File: config.mk
export PLATFORM = sky130hd
export DESIGN_NAME = altitude_pid_with_band_antiwindup_top
export DESIGN_NICKNAME = d
export VERILOG_FILES = /design/src/rtl/core/apid_pkg.sv /design/src/rtl/core/apid_div.sv /design/src/rtl/core/altitude_pid_with_band_antiwindup_top.sv
export SDC_FILE = /design/constraint.sdc
export NUM_CORES = 2
export LEC_CHECK = 0
export ABC_AREA = 1
export ABC_CLOCK_PERIOD_IN_PS = 9900
export BUFFER_PORTS_ARGS = -buffer_cell sky130_fd_sc_hd__buf_4
export CORE_ASPECT_RATIO = 2
export CORE_MARGIN = 3
export CORE_UTILIZATION = 55
export CTS_BUF_LIST = sky130_fd_sc_hd__clkbuf_8
export DETAILED_ROUTE_END_ITERATION = 10
export PLACE_DENSITY = 0.74
export SYNTH_ARGS = -nofsm -noshare
export SYNTH_HDL_FRONTEND = slang
export SYNTH_HIERARCHICAL = 1
export SYNTH_SLANG_ARGS = --single-unit
export TNS_END_PERCENT = 100
File: constraint.sdc
create_clock -name clk -period 9.9 [get_ports clk]
set_input_delay 0.99 -clock clk [delete_from_list [all_inputs] [get_ports clk]]
set_output_delay 0.99 -clock clk [all_outputs]
set_load 0.02 [all_outputs]
File: src/rtl/core/apid_pkg.sv
package apid_pkg;

  // operand widths
  localparam int ERR_W   = 33;  // target - measured, Q17.16
  localparam int DIFF_W  = 34;  // error difference
  localparam int INTEG_W = 48;  // integral, Q16.32 (clamped below 2^47)
  localparam int DERIV_W = 48;  // derivative, Q32.16 saturated
  localparam int DVD_W   = 50;  // |diff| << 16
  localparam int ACC_W   = 98;  // PID sum, Q.48
  localparam int PER_W   = 16;
  localparam int RPM_W   = 16;
  localparam int MUL_STEPS = 48;

  // configuration register indexes
  localparam logic [7:0] REG_PROP_GAIN   = 8'd0;
  localparam logic [7:0] REG_INTEG_GAIN  = 8'd1;
  localparam logic [7:0] REG_DERIV_GAIN  = 8'd2;
  localparam logic [7:0] REG_INTEG_LIMIT = 8'd3;
  localparam logic [7:0] REG_ERROR_BAND  = 8'd4;
  localparam logic [7:0] REG_HOVER_SPEED = 8'd5;
  localparam logic [7:0] REG_MIN_RPM     = 8'd6;
  localparam logic [7:0] REG_MAX_RPM     = 8'd7;

  // commands
  localparam logic CMD_STEP  = 1'b0;
  localparam logic CMD_CLEAR = 1'b1;

  localparam logic [30:0] BAND_RESET = 31'd327680;

endpackage

File: src/rtl/core/apid_div.sv
module apid_div (
  input  logic                                clk,
  input  logic                                rst,
  input  logic                                start,
  input  logic signed [apid_pkg::DIFF_W-1:0]  diff,
  input  logic [apid_pkg::PER_W-1:0]          per,
  output logic                                done,
  output logic signed [apid_pkg::DERIV_W-1:0] deriv
);
  import apid_pkg::*;

  localparam logic [DVD_W-1:0] Q_POS_MAX = {{(DVD_W-DERIV_W+1){1'b0}}, {(DERIV_W-1){1'b1}}};
  localparam logic [DVD_W-1:0] Q_NEG_MAX = Q_POS_MAX + 1'b1;
  localparam logic signed [DERIV_W-1:0] D_MAX = {1'b0, {(DERIV_W-1){1'b1}}};
  localparam logic signed [DERIV_W-1:0] D_MIN = {1'b1, {(DERIV_W-1){1'b0}}};

  logic             busy;
  logic [5:0]       cnt;
  logic             neg;
  logic [DVD_W-1:0] dvd;
  logic [DVD_W-1:0] quo;
  logic [PER_W-1:0] rem;
  logic [PER_W-1:0] dsr;
  logic [PER_W:0]   rem_sh;
  logic             fit;
  logic [DIFF_W-1:0] diff_mag;

  assign diff_mag = diff[DIFF_W-1] ? DIFF_W'(-diff) : DIFF_W'(diff);
  assign rem_sh   = {rem, dvd[DVD_W-1]};
  assign fit      = rem_sh >= {1'b0, dsr};

  // restoring division, one quotient bit a cycle
  always_ff @(posedge clk) begin
    done <= 1'b0;
    if (rst) begin
      busy <= 1'b0;
      cnt  <= '0;
    end else if (start) begin
      if (diff == '0) begin
        deriv <= '0;
        done  <= 1'b1;
        busy  <= 1'b0;
      end else begin
        busy <= 1'b1;
        cnt  <= 6'(DVD_W - 1);
        neg  <= diff[DIFF_W-1];
        dvd  <= {diff_mag, 16'b0};
        quo  <= '0;
        rem  <= '0;
        dsr  <= per;
      end
    end else if (busy) begin
      dvd <= {dvd[DVD_W-2:0], 1'b0};
      if (fit) begin
        rem <= PER_W'(rem_sh - {1'b0, dsr});
      end else begin
        rem <= rem_sh[PER_W-1:0];
      end
      if (cnt == '0) begin
        busy <= 1'b0;
        done <= 1'b1;
        // saturate to signed 48 bits
        if (neg) begin
          if ({quo[DVD_W-2:0], fit} > Q_NEG_MAX) deriv <= D_MIN;
          else deriv <= DERIV_W'(-{quo[DVD_W-2:0], fit});
        end else begin
          if ({quo[DVD_W-2:0], fit} > Q_POS_MAX) deriv <= D_MAX;
          else deriv <= DERIV_W'({quo[DVD_W-2:0], fit});
        end
      end else begin
        cnt <= cnt - 1'b1;
      end
      quo <= {quo[DVD_W-2:0], fit};
    end
  end

endmodule

File: src/rtl/core/altitude_pid_with_band_antiwindup_top.sv
// A step item passes through a prep state, bit-serial division by the period
// (a short path when the error difference is zero), a shift-add multiply (three
// 48-bit passes) and an output state that holds while the previous result waits
// for m_tready. A new item is accepted only once the previous step item is done;
// a clear item gives no result.
// Reset (rst, synchronous): state cleared, registers at their reset values.
module altitude_pid_with_band_antiwindup_top (
  input  logic        clk,
  input  logic        rst,
  input  logic        s_tvalid,
  output logic        s_tready,
  input  logic [79:0] s_tdata,   // target_height[31:0], measured_height[63:32], period[79:64]
  input  logic        s_tuser,   // command
  output logic        m_tvalid,
  input  logic        m_tready,
  output logic [15:0] m_tdata,   // drive_rpm[15:0]
  input  logic        cfg_valid,
  output logic        cfg_ready,
  input  logic [7:0]  cfg_index,
  input  logic [31:0] cfg_data
);
  import apid_pkg::*;

  typedef enum logic [2:0] {S_IDLE, S_PREP, S_DIV, S_MUL, S_FIN} state_t;

  state_t state;

  // configuration
  logic [31:0] prop_gain, integ_gain, deriv_gain;
  logic [30:0] integ_limit, error_band;
  logic [15:0] hover_speed, min_rpm, max_rpm;

  assign cfg_ready = 1'b1;

  always_ff @(posedge clk) begin
    if (rst) begin
      prop_gain   <= '0;
      integ_gain  <= '0;
      deriv_gain  <= '0;
      integ_limit <= '0;
      error_band  <= BAND_RESET;
      hover_speed <= '0;
      min_rpm     <= '0;
      max_rpm     <= '1;
    end else if (cfg_valid) begin
      case (cfg_index)
        REG_PROP_GAIN:   prop_gain   <= cfg_data;
        REG_INTEG_GAIN:  integ_gain  <= cfg_data;
        REG_DERIV_GAIN:  deriv_gain  <= cfg_data;
        REG_INTEG_LIMIT: integ_limit <= cfg_data[30:0];
        REG_ERROR_BAND:  error_band  <= cfg_data[30:0];
        REG_HOVER_SPEED: hover_speed <= cfg_data[15:0];
        REG_MIN_RPM:     min_rpm     <= cfg_data[15:0];
        REG_MAX_RPM:     max_rpm     <= cfg_data[15:0];
        default: ;
      endcase
    end
  end

  // controller state and working registers
  logic signed [INTEG_W-1:0] integ_acc;
  logic signed [ERR_W-1:0]   last_error;
  logic                      primed_flag;
  logic signed [ERR_W-1:0]   err;
  logic [PER_W-1:0]          per;
  logic signed [ACC_W-1:0]   acc;
  logic [ACC_W-1:0]          mcand;
  logic [MUL_STEPS-1:0]      mplier;
  logic                      mneg;
  logic [1:0]                term;
  logic [5:0]                mcnt;

  // accept-side error
  logic signed [ERR_W-1:0] in_err;
  assign in_err = ERR_W'($signed(s_tdata[31:0])) - ERR_W'($signed(s_tdata[63:32]));
  assign s_tready = (state == S_IDLE);

  // integral update, evaluated in the prep cycle
  logic [ERR_W-1:0]          err_mag;
  logic                      in_band;
  logic signed [49:0]        inc;
  logic signed [50:0]        isum;
  logic signed [50:0]        ilim;
  logic signed [INTEG_W-1:0] integ_next;

  assign err_mag = err[ERR_W-1] ? ERR_W'(-err) : ERR_W'(err);
  assign in_band = (error_band == '0) || (err_mag <= {2'b0, error_band});
  assign inc     = 50'(err * $signed({1'b0, per}));
  assign isum    = 51'(integ_acc) + 51'(inc);
  assign ilim    = $signed({4'b0, integ_limit, 16'b0});

  always_comb begin
    if (!in_band) integ_next = integ_acc;
    else if (isum > ilim) integ_next = INTEG_W'(ilim);
    else if (isum < -ilim) integ_next = INTEG_W'(-ilim);
    else integ_next = INTEG_W'(isum);
  end

  // derivative divider
  logic                      div_start;
  logic                      div_done;
  logic signed [DIFF_W-1:0]  diff;
  logic signed [DERIV_W-1:0] deriv;

  assign div_start = (state == S_PREP);
  assign diff = primed_flag ? (DIFF_W'(err) - DIFF_W'(last_error)) : '0;

  apid_div u_div (
    .clk   (clk),
    .rst   (rst),
    .start (div_start),
    .diff  (diff),
    .per   (per),
    .done  (div_done),
    .deriv (deriv)
  );

  // shift-add step
  logic signed [ACC_W-1:0] acc_step;
  always_comb begin
    acc_step = acc;
    if (mplier[0]) acc_step = mneg ? acc - $signed(mcand) : acc + $signed(mcand);
  end

  // final scaling and clamp
  logic                acc_neg;
  logic [ACC_W-1:0]    acc_mag;
  logic [49:0]         ipart;
  logic signed [51:0]  rsum;
  logic [RPM_W-1:0]    rpm;

  assign acc_neg = acc[ACC_W-1];
  assign acc_mag = acc_neg ? ACC_W'(-acc) : ACC_W'(acc);
  assign ipart   = acc_mag[ACC_W-1:48];
  assign rsum    = acc_neg ? $signed({36'b0, hover_speed}) - $signed({2'b0, ipart})
                           : $signed({36'b0, hover_speed}) + $signed({2'b0, ipart});
  always_comb begin
    if (rsum > $signed({36'b0, max_rpm})) rpm = max_rpm;
    else rpm = rsum[RPM_W-1:0];
    if (rsum < $signed({36'b0, min_rpm}) || (rsum > $signed({36'b0, max_rpm}) && min_rpm > max_rpm))
      rpm = min_rpm;
  end

  // sequencer
  always_ff @(posedge clk) begin
    if (rst) begin
      state       <= S_IDLE;
      integ_acc   <= '0;
      last_error  <= '0;
      primed_flag <= 1'b0;
      m_tvalid    <= 1'b0;
    end else begin
      // result taken; the output state sets it again itself
      if (m_tvalid && m_tready && state != S_FIN) m_tvalid <= 1'b0;
      case (state)
        S_IDLE: begin
          if (s_tvalid) begin
            if (s_tuser == CMD_CLEAR) begin
              integ_acc   <= '0;
              last_error  <= '0;
              primed_flag <= 1'b0;
            end else begin
              err   <= in_err;
              per   <= s_tdata[79:64];
              state <= S_PREP;
            end
          end
        end
        S_PREP: begin
          integ_acc   <= integ_next;
          last_error  <= err;
          primed_flag <= 1'b1;
          state       <= S_DIV;
        end
        S_DIV: begin
          if (div_done) begin
            acc    <= '0;
            term   <= 2'd0;
            mcnt   <= '0;
            mneg   <= err[ERR_W-1];
            mplier <= MUL_STEPS'(err_mag);
            mcand  <= {50'b0, prop_gain, 16'b0};
            state  <= S_MUL;
          end
        end
        S_MUL: begin
          acc <= acc_step;
          if (mcnt == 6'(MUL_STEPS - 1)) begin
            mcnt <= '0;
            term <= term + 1'b1;
            case (term)
              2'd0: begin
                mneg   <= integ_acc[INTEG_W-1];
                mplier <= integ_acc[INTEG_W-1] ? MUL_STEPS'(-integ_acc) : MUL_STEPS'(integ_acc);
                mcand  <= {66'b0, integ_gain};
              end
              2'd1: begin
                mneg   <= deriv[DERIV_W-1];
                mplier <= deriv[DERIV_W-1] ? MUL_STEPS'(-deriv) : MUL_STEPS'(deriv);
                mcand  <= {50'b0, deriv_gain, 16'b0};
              end
              default: state <= S_FIN;
            endcase
          end else begin
            mcnt   <= mcnt + 1'b1;
            mplier <= mplier >> 1;
            mcand  <= mcand << 1;
          end
        end
        S_FIN: begin
          if (!m_tvalid || m_tready) begin
            m_tvalid <= 1'b1;
            m_tdata  <= rpm;
            state    <= S_IDLE;
          end
        end
        default: state <= S_IDLE;
      endcase
    end
  end

endmodule

=== After elaboration in Yosys (flattened, before gate mapping) ===
Cells that the tools add are included.

* Bits in registers: 798
* Bits in latches: 0
* Bits in writable memories: 0
* ROM bits: 0
* Input bits: 126
* Output and inout bits: 19
* Logic and storage cells: 212
* Memories kept: 0

* $add $sub $neg: 18
* $mul: 1
* Divide/modulo/power cells: 0
* Order comparisons: 9
* Eq/ne operators: 28
* Shifts and indexed selects: 0
* Multiplexer cells: 82
* Bitwise operators: 3
* Reductions and logical operators: 40

{| class="wikitable"
|+ Operator list
! operator !! count
|-
| 48-bit 2-to-1 mux || 16
|-
| 98-bit 2-to-1 mux || 6
|-
| 98-bit one-hot mux with 2 select lines || 3
|-
| 48-bit one-hot mux with 2 select lines || 3
|-
| 50-bit 2-to-1 mux || 3
|-
| 49-bit 2-to-1 mux || 3
|-
| 48-bit negation || 3
|-
| 33-bit 2-to-1 mux || 3
|-
| 98-bit adder || 1
|-
| 98-bit negation || 1
|-
| 98-bit subtractor || 1
|-
| 16-bit 2-to-1 mux || 6
|-
| 34-bit 2-to-1 mux || 2
|-
| 33-bit one-hot mux with 2 select lines || 1
|-
| 52-bit by 17-bit > comparator with 1-bit output || 1
|-
| 52-bit by 17-bit < comparator with 1-bit output || 1
|-
| 52-bit 2-to-1 mux || 1
|-
| 16-bit by 50-bit adder with 51-bit output || 1
|-
| 48-bit by 50-bit adder with 51-bit output || 1
|-
| 51-bit by 48-bit > comparator with 1-bit output || 1
|-
| 51-bit < comparator || 1
|-
| 47-bit negation with 51-bit output || 1
|-
| 16-bit by 50-bit subtractor with 51-bit output || 1
|-
| 50-bit by 47-bit > comparator with 1-bit output (second input constant) || 1
|-
| 51 further kinds || 119
|}

=== Depth between registers and ports, before layout ===
* Depth in word-level cells: 8
* Mapped depth: 49
* Mapped depth without buffers: 46

=== Modules after synthesis ===
The synthesis kept the hierarchy.

{| class="wikitable"
|+ Modules (own cells, without submodules)
! module !! instances !! cells an instance !! area each (µm²) !! sequential area each (µm²)
|-
| altitude_pid_with_band_antiwindup_top || 1 || 10213 || 71160.7 || 15394.8
|-
| apid_div || 1 || 1213 || 10416.2 || 5084.9
|}

=== Worst setup path before layout ===
Ideal clock, no wire load.

* Path type: reg-to-reg
* Start: reg err[0]
* End: reg u_div.dvd[16] (enable)
* Setup time: 0.558 ns
* Arrival: 8.191 ns
* Data required time: 9.342 ns
* Setup slack: 1.151 ns
* Stages on the path, launching flop included: 31
* Path buffers: 1
* Period minus slack after synthesis: 8.749 ns
* Cell sequence: edfxtp_1 clkbuf_1 inv_1 ha_1 inv_1 fa_1 nand2_1 o21ai_0 a31oi_1 o221ai_1 a21boi_0 o21ai_0 a21boi_0 inv_1 nand2_1 o211ai_1 a21oi_1 o21ai_0 a21oi_1 xor2_1 nor2_1 nor2_1 nand2_1 nor3_1 nand2_1 nor2_1 nand3_1 nand2_1 inv_1 nor2_1 nor2_1

* Cells in the longest elaborated chain, start to end: 5

{| class="wikitable"
|+ Ends and longest elaborated chain
! what !! line !! source
|-
| start: declaration || altitude_pid_with_band_antiwindup_top.sv:64 || <nowiki>logic signed [ERR_W-1:0] err;</nowiki>
|-
| start signal: assignment || altitude_pid_with_band_antiwindup_top.sv:163 || <nowiki>err <= in_err;</nowiki>
|-
| 33-bit by 33-bit subtractor with 34-bit output || altitude_pid_with_band_antiwindup_top.sv:106 || <nowiki>assign diff = primed_flag ? (DIFF_W'(err) - DIFF_W'(last_error)) : '0;</nowiki>
|-
| 34-bit 2-to-1 mux || altitude_pid_with_band_antiwindup_top.sv:106 ||
|-
| via diff[30] || altitude_pid_with_band_antiwindup_top.sv:102 || <nowiki>logic signed [DIFF_W-1:0] diff;</nowiki>
|-
| 34-bit logical NOT || apid_div.sv:39 || <nowiki>if (diff == '0) begin</nowiki>
|-
| 2-bit inequality test (no source line) || n/a ||
|-
| 3-bit AND reduction (no source line) || n/a ||
|-
| end signal: assignment || apid_div.sv:47 || <nowiki>dvd <= {diff_mag, 16'b0};</nowiki>
|-
| end signal: assignment || apid_div.sv:53 || <nowiki>dvd <= {dvd[DVD_W-2:0], 1'b0};</nowiki>
|-
| end: declaration || apid_div.sv:20 || <nowiki>logic [DVD_W-1:0] dvd;</nowiki>
|}

The timed path passes the listed nets, and every way through them passes these cells.
A chain may end at the register's enable or synchronous reset.

=== Worst setup path in the final report ===
* Start: reg per[13]
* End: reg integ_acc[32]

* Cells in the longest elaborated chain, start to end: 7
* Elaborated cells on any way between the ends: 8
* Classes of those cells: 1 x add/sub; 1 x mul; 2 x order compare; 4 x mux

{| class="wikitable"
|+ Ends and longest elaborated chain
! what !! line !! source
|-
| start: declaration || altitude_pid_with_band_antiwindup_top.sv:65 || <nowiki>logic [PER_W-1:0] per;</nowiki>
|-
| start signal: assignment || altitude_pid_with_band_antiwindup_top.sv:164 || <nowiki>per <= s_tdata[79:64];</nowiki>
|-
| 33-bit by 17-bit multiplier with 50-bit output (*) || altitude_pid_with_band_antiwindup_top.sv:88 || <nowiki>assign inc = 50'(err * $signed({1'b0, per}));</nowiki>
|-
| 48-bit by 50-bit adder with 51-bit output (*) || altitude_pid_with_band_antiwindup_top.sv:89 || <nowiki>assign isum = 51'(integ_acc) + 51'(inc);</nowiki>
|-
| 51-bit < comparator || altitude_pid_with_band_antiwindup_top.sv:95 || <nowiki>else if (isum < -ilim) integ_next = INTEG_W'(-ilim);</nowiki>
|-
| 48-bit 2-to-1 mux || altitude_pid_with_band_antiwindup_top.sv:95 ||
|-
| 48-bit 2-to-1 mux (*) || altitude_pid_with_band_antiwindup_top.sv:94 || <nowiki>else if (isum > ilim) integ_next = INTEG_W'(ilim);</nowiki>
|-
| 48-bit 2-to-1 mux (*) || altitude_pid_with_band_antiwindup_top.sv:93 || <nowiki>if (!in_band) integ_next = integ_acc;</nowiki>
|-
| 48-bit one-hot mux with 2 select lines (*) || altitude_pid_with_band_antiwindup_top.sv:155 || <nowiki>case (state)</nowiki>
|-
| end signal: assignment || altitude_pid_with_band_antiwindup_top.sv:170 || <nowiki>integ_acc <= integ_next;</nowiki>
|-
| end: declaration || altitude_pid_with_band_antiwindup_top.sv:61 || <nowiki>logic signed [INTEG_W-1:0] integ_acc;</nowiki>
|}

Mark *: on every way between the ends. The rest lies on a longest branch, timed or not. The select of a mux whose other input is x is not followed.

==> impl_metrics.tcl <==
set metrics [dict create \
    wire_per_inst_um 24.7 \
    hold_depth 1 \
    final_common_cell "nand2_1" \
    grt_max_degree 159 \
    postPlaceCellArea_um2 84700 \
    final_cell_mix "nand2_1, inv_1, nor2_1, a21oi_1, o21ai_0" \
    worst_pin_slew_ns 1.29 \
    path_depth 37 \
    die_w_um 278 \
    use_met2_pct 76.9 \
    cts_hold_buf 0 \
    hold_viol_final 0 \
    synth.avg_cell_area_um2 7.14 \
    finalSetupViolations 0 \
    max-cap-violations 0 \
    wirelength_mm 333 \
    rr_worst_depth 37 \
    critPathMaxFanout 29 \
    placedCellCount 13200 \
    cts-htree-levels 3 \
    numCtsBuffers 118 \
    crit_slowest_cell "fa_1" \
    worst_path_dominant_cell_family "adder cells" \
    coreArea_um2 147000 \
    ys_seq_area_share_pct 25.1 \
    netlist_area_um2 81600 \
    grtUsageMet3_pct 10.1 \
    antenna_left 0 \
    hold-worst-slack_ns 0.295 \
    grt_pass1_vias 81900 \
    synth.distinct_cells 79 \
    cp_data_required_time_ns 10.66 \
    clock_skew_ns 0.0726 \
    async_flop_share_pct 0 \
    grt_first_pass_wirelength_mm 490 \
    clock_path_buffers 3 \
    tns_ns 0 \
    io_pins 145 \
    critical_path_class "reg2reg" \
    hold_class "in2reg" \
    layout_min_cycle_time_ns 9.38 \
    fmax_ghz 0.107 \
    synth-edff-count 482 \
    maxSlewHeadroom_pct 13.1 \
    path_buf_inv 8 \
    gr-usage-met1_pct 35.5 \
    die_h_um 551 \
    grt_overflow 0 \
    vias 79200 \
    synth_compound_area_share_pct 13.5 \
    synthAdderAreaFrac_pct 21.5 \
    vias_per_cell 5.87 \
    cp-start-kind "register" \
    drtIter0Drc 6430 \
    drc 0 \
    synth_top_family_by_area "simple AND/OR/NAND/NOR gates" \
    status "finished, final reports clean" \
    gr-usage-all-layers_pct 43.0 \
    worst-endpoint-arrival_ns 10.14 \
    synthCells 11400 \
    top_usage_layer "met2" \
    cpPeakStageDelay_ns 0.56 \
    io_buffers 143 \
    firstDrtPassIters 7 \
    start_util_pct 55.4 \
    synth_xor_area_share_pct 3.49 \
    drive_gt1_share_pct 6.61 \
    dp_hpwl_mm 265 \
    dieArea_um2 153000 \
    clockRootBuffer "clkbuf_8" \
    final_area_um2 87500 \
    syn2layout_area_growth_pct 7.23 \
    synth-seq-cells 782 \
    clock_latency_ns 0.88 \
    muxShareOfSynthArea_pct 0.0736 \
    num_rows 199 \
    slew_viol_final 0 \
    clk_pin_slew_ns 0.07 \
    gp_congestion 1.08 \
    synth_ff_type "edfxtp_1" \
    final_nets 12600 \
    critPathCaptureType "register" \
    min_period_over_period_pct 94.8 \
    synth-simple-area-share_pct 24.1 \
    antenna_found_initial 41 \
    crit_path_frequent_cell "nand2_1" \
    cts_num_sinks 782 \
    final_cells 13500 \
    cts_tree "yes" \
    fillers 13900 \
    yosys_warnings 6 \
    syn-num-nets 12600 \
    rsz0062_at_grt "false" \
]
## sequential cells by signal, indices dropped and copies added (netlist names), 31 cells and up
register,count
acc,98
deriv_gain,32
err,33
error_band,31
integ_acc,48
integ_gain,32
integ_limit,31
last_error,33
mcand,98
mplier,48
prop_gain,32
u_div/deriv,48
u_div/dvd,34
u_div/quo,49
## per-layer routing
layer	up-vias	part of all wire, %	wire (um)
met2	3639	50	165000
met1	37200	28	93400
met3	1897	7.1	23800
met4	36	15	50400
li1	36500	-	-
met5	-	0.072	238
## synthesized netlist by cell type (all sizes together), types with 16 or more instances
master | instances | area, um2
a211oi | 21 | 158
a21o | 21 | 158
a21oi | 933 | 4760
a221o | 16 | 160
a31oi | 104 | 651
buf | 80 | 405
clkbuf | 317 | 1190
dfxtp | 300 | 6010
edfxtp | 482 | 14500
fa | 572 | 11500
ha | 487 | 6090
inv | 2215 | 8310
nand2 | 2512 | 9590
nand3 | 441 | 2400
nand3b | 33 | 259
nand4 | 142 | 907
nor2 | 1239 | 4910
nor3 | 163 | 856
nor4 | 65 | 419
o211ai | 51 | 388
o21a | 62 | 465
o21ai | 672 | 3370
o22ai | 18 | 119
o31ai | 23 | 173
or2 | 20 | 125
xnor2 | 60 | 526
xor2 | 265 | 2320
## cell families after synthesis
kind of cell | Yosys count
compound gates | 1996
mux | 6
fa+ha+maj | 1059
flops | 782
xor+xnor | 325
simple gates | 4638
buf+inv | 2619
other cells | 1
## repair_timing
action	CTS	global route
gates resized for setup	0	1
endpoints found under the setup margin	0	45
buffers inserted	0	10
hold endpoints to repair	0	0
## through the flow
step,utilization (%),setup WS (ns)
after floorplan,-,1.15
after global routing,59.4,0.00971
after detailed placement,57.5,0.466
after CTS,59.3,0.418
after global placement,57.5,0.454
final,59.4,0.518
## final cells by class
class / count / area (um2) / area share (%)
tap: 1909 / 2390 / 2.73
clock buffer: 137 / 1890 / 2.16
clock inverter: 86 / 753 / 0.861
antenna: 29 / 72.6 / 0.0830
multi-input combinational: 8025 / 51300 / 58.6
inverter: 2222 / 8360 / 9.56
timing repair buffer: 298 / 2280 / 2.60
sequential: 782 / 20500 / 23.4
## path summary, 6_finish.rpt
kind,slack (ns),startpoint,end
hold reg to reg,0.46,u_div/cnt[0],u_div/cnt[0]
hold / removal,0.29,s_tdata[65],per[1]
setup / recovery,0.52,per[13],integ_acc[32]
setup reg to reg,0.52,per[13],integ_acc[32]
Power is not shown: default switching activity piles up to over one toggle a cycle in this logic, so the estimate is an artifact.
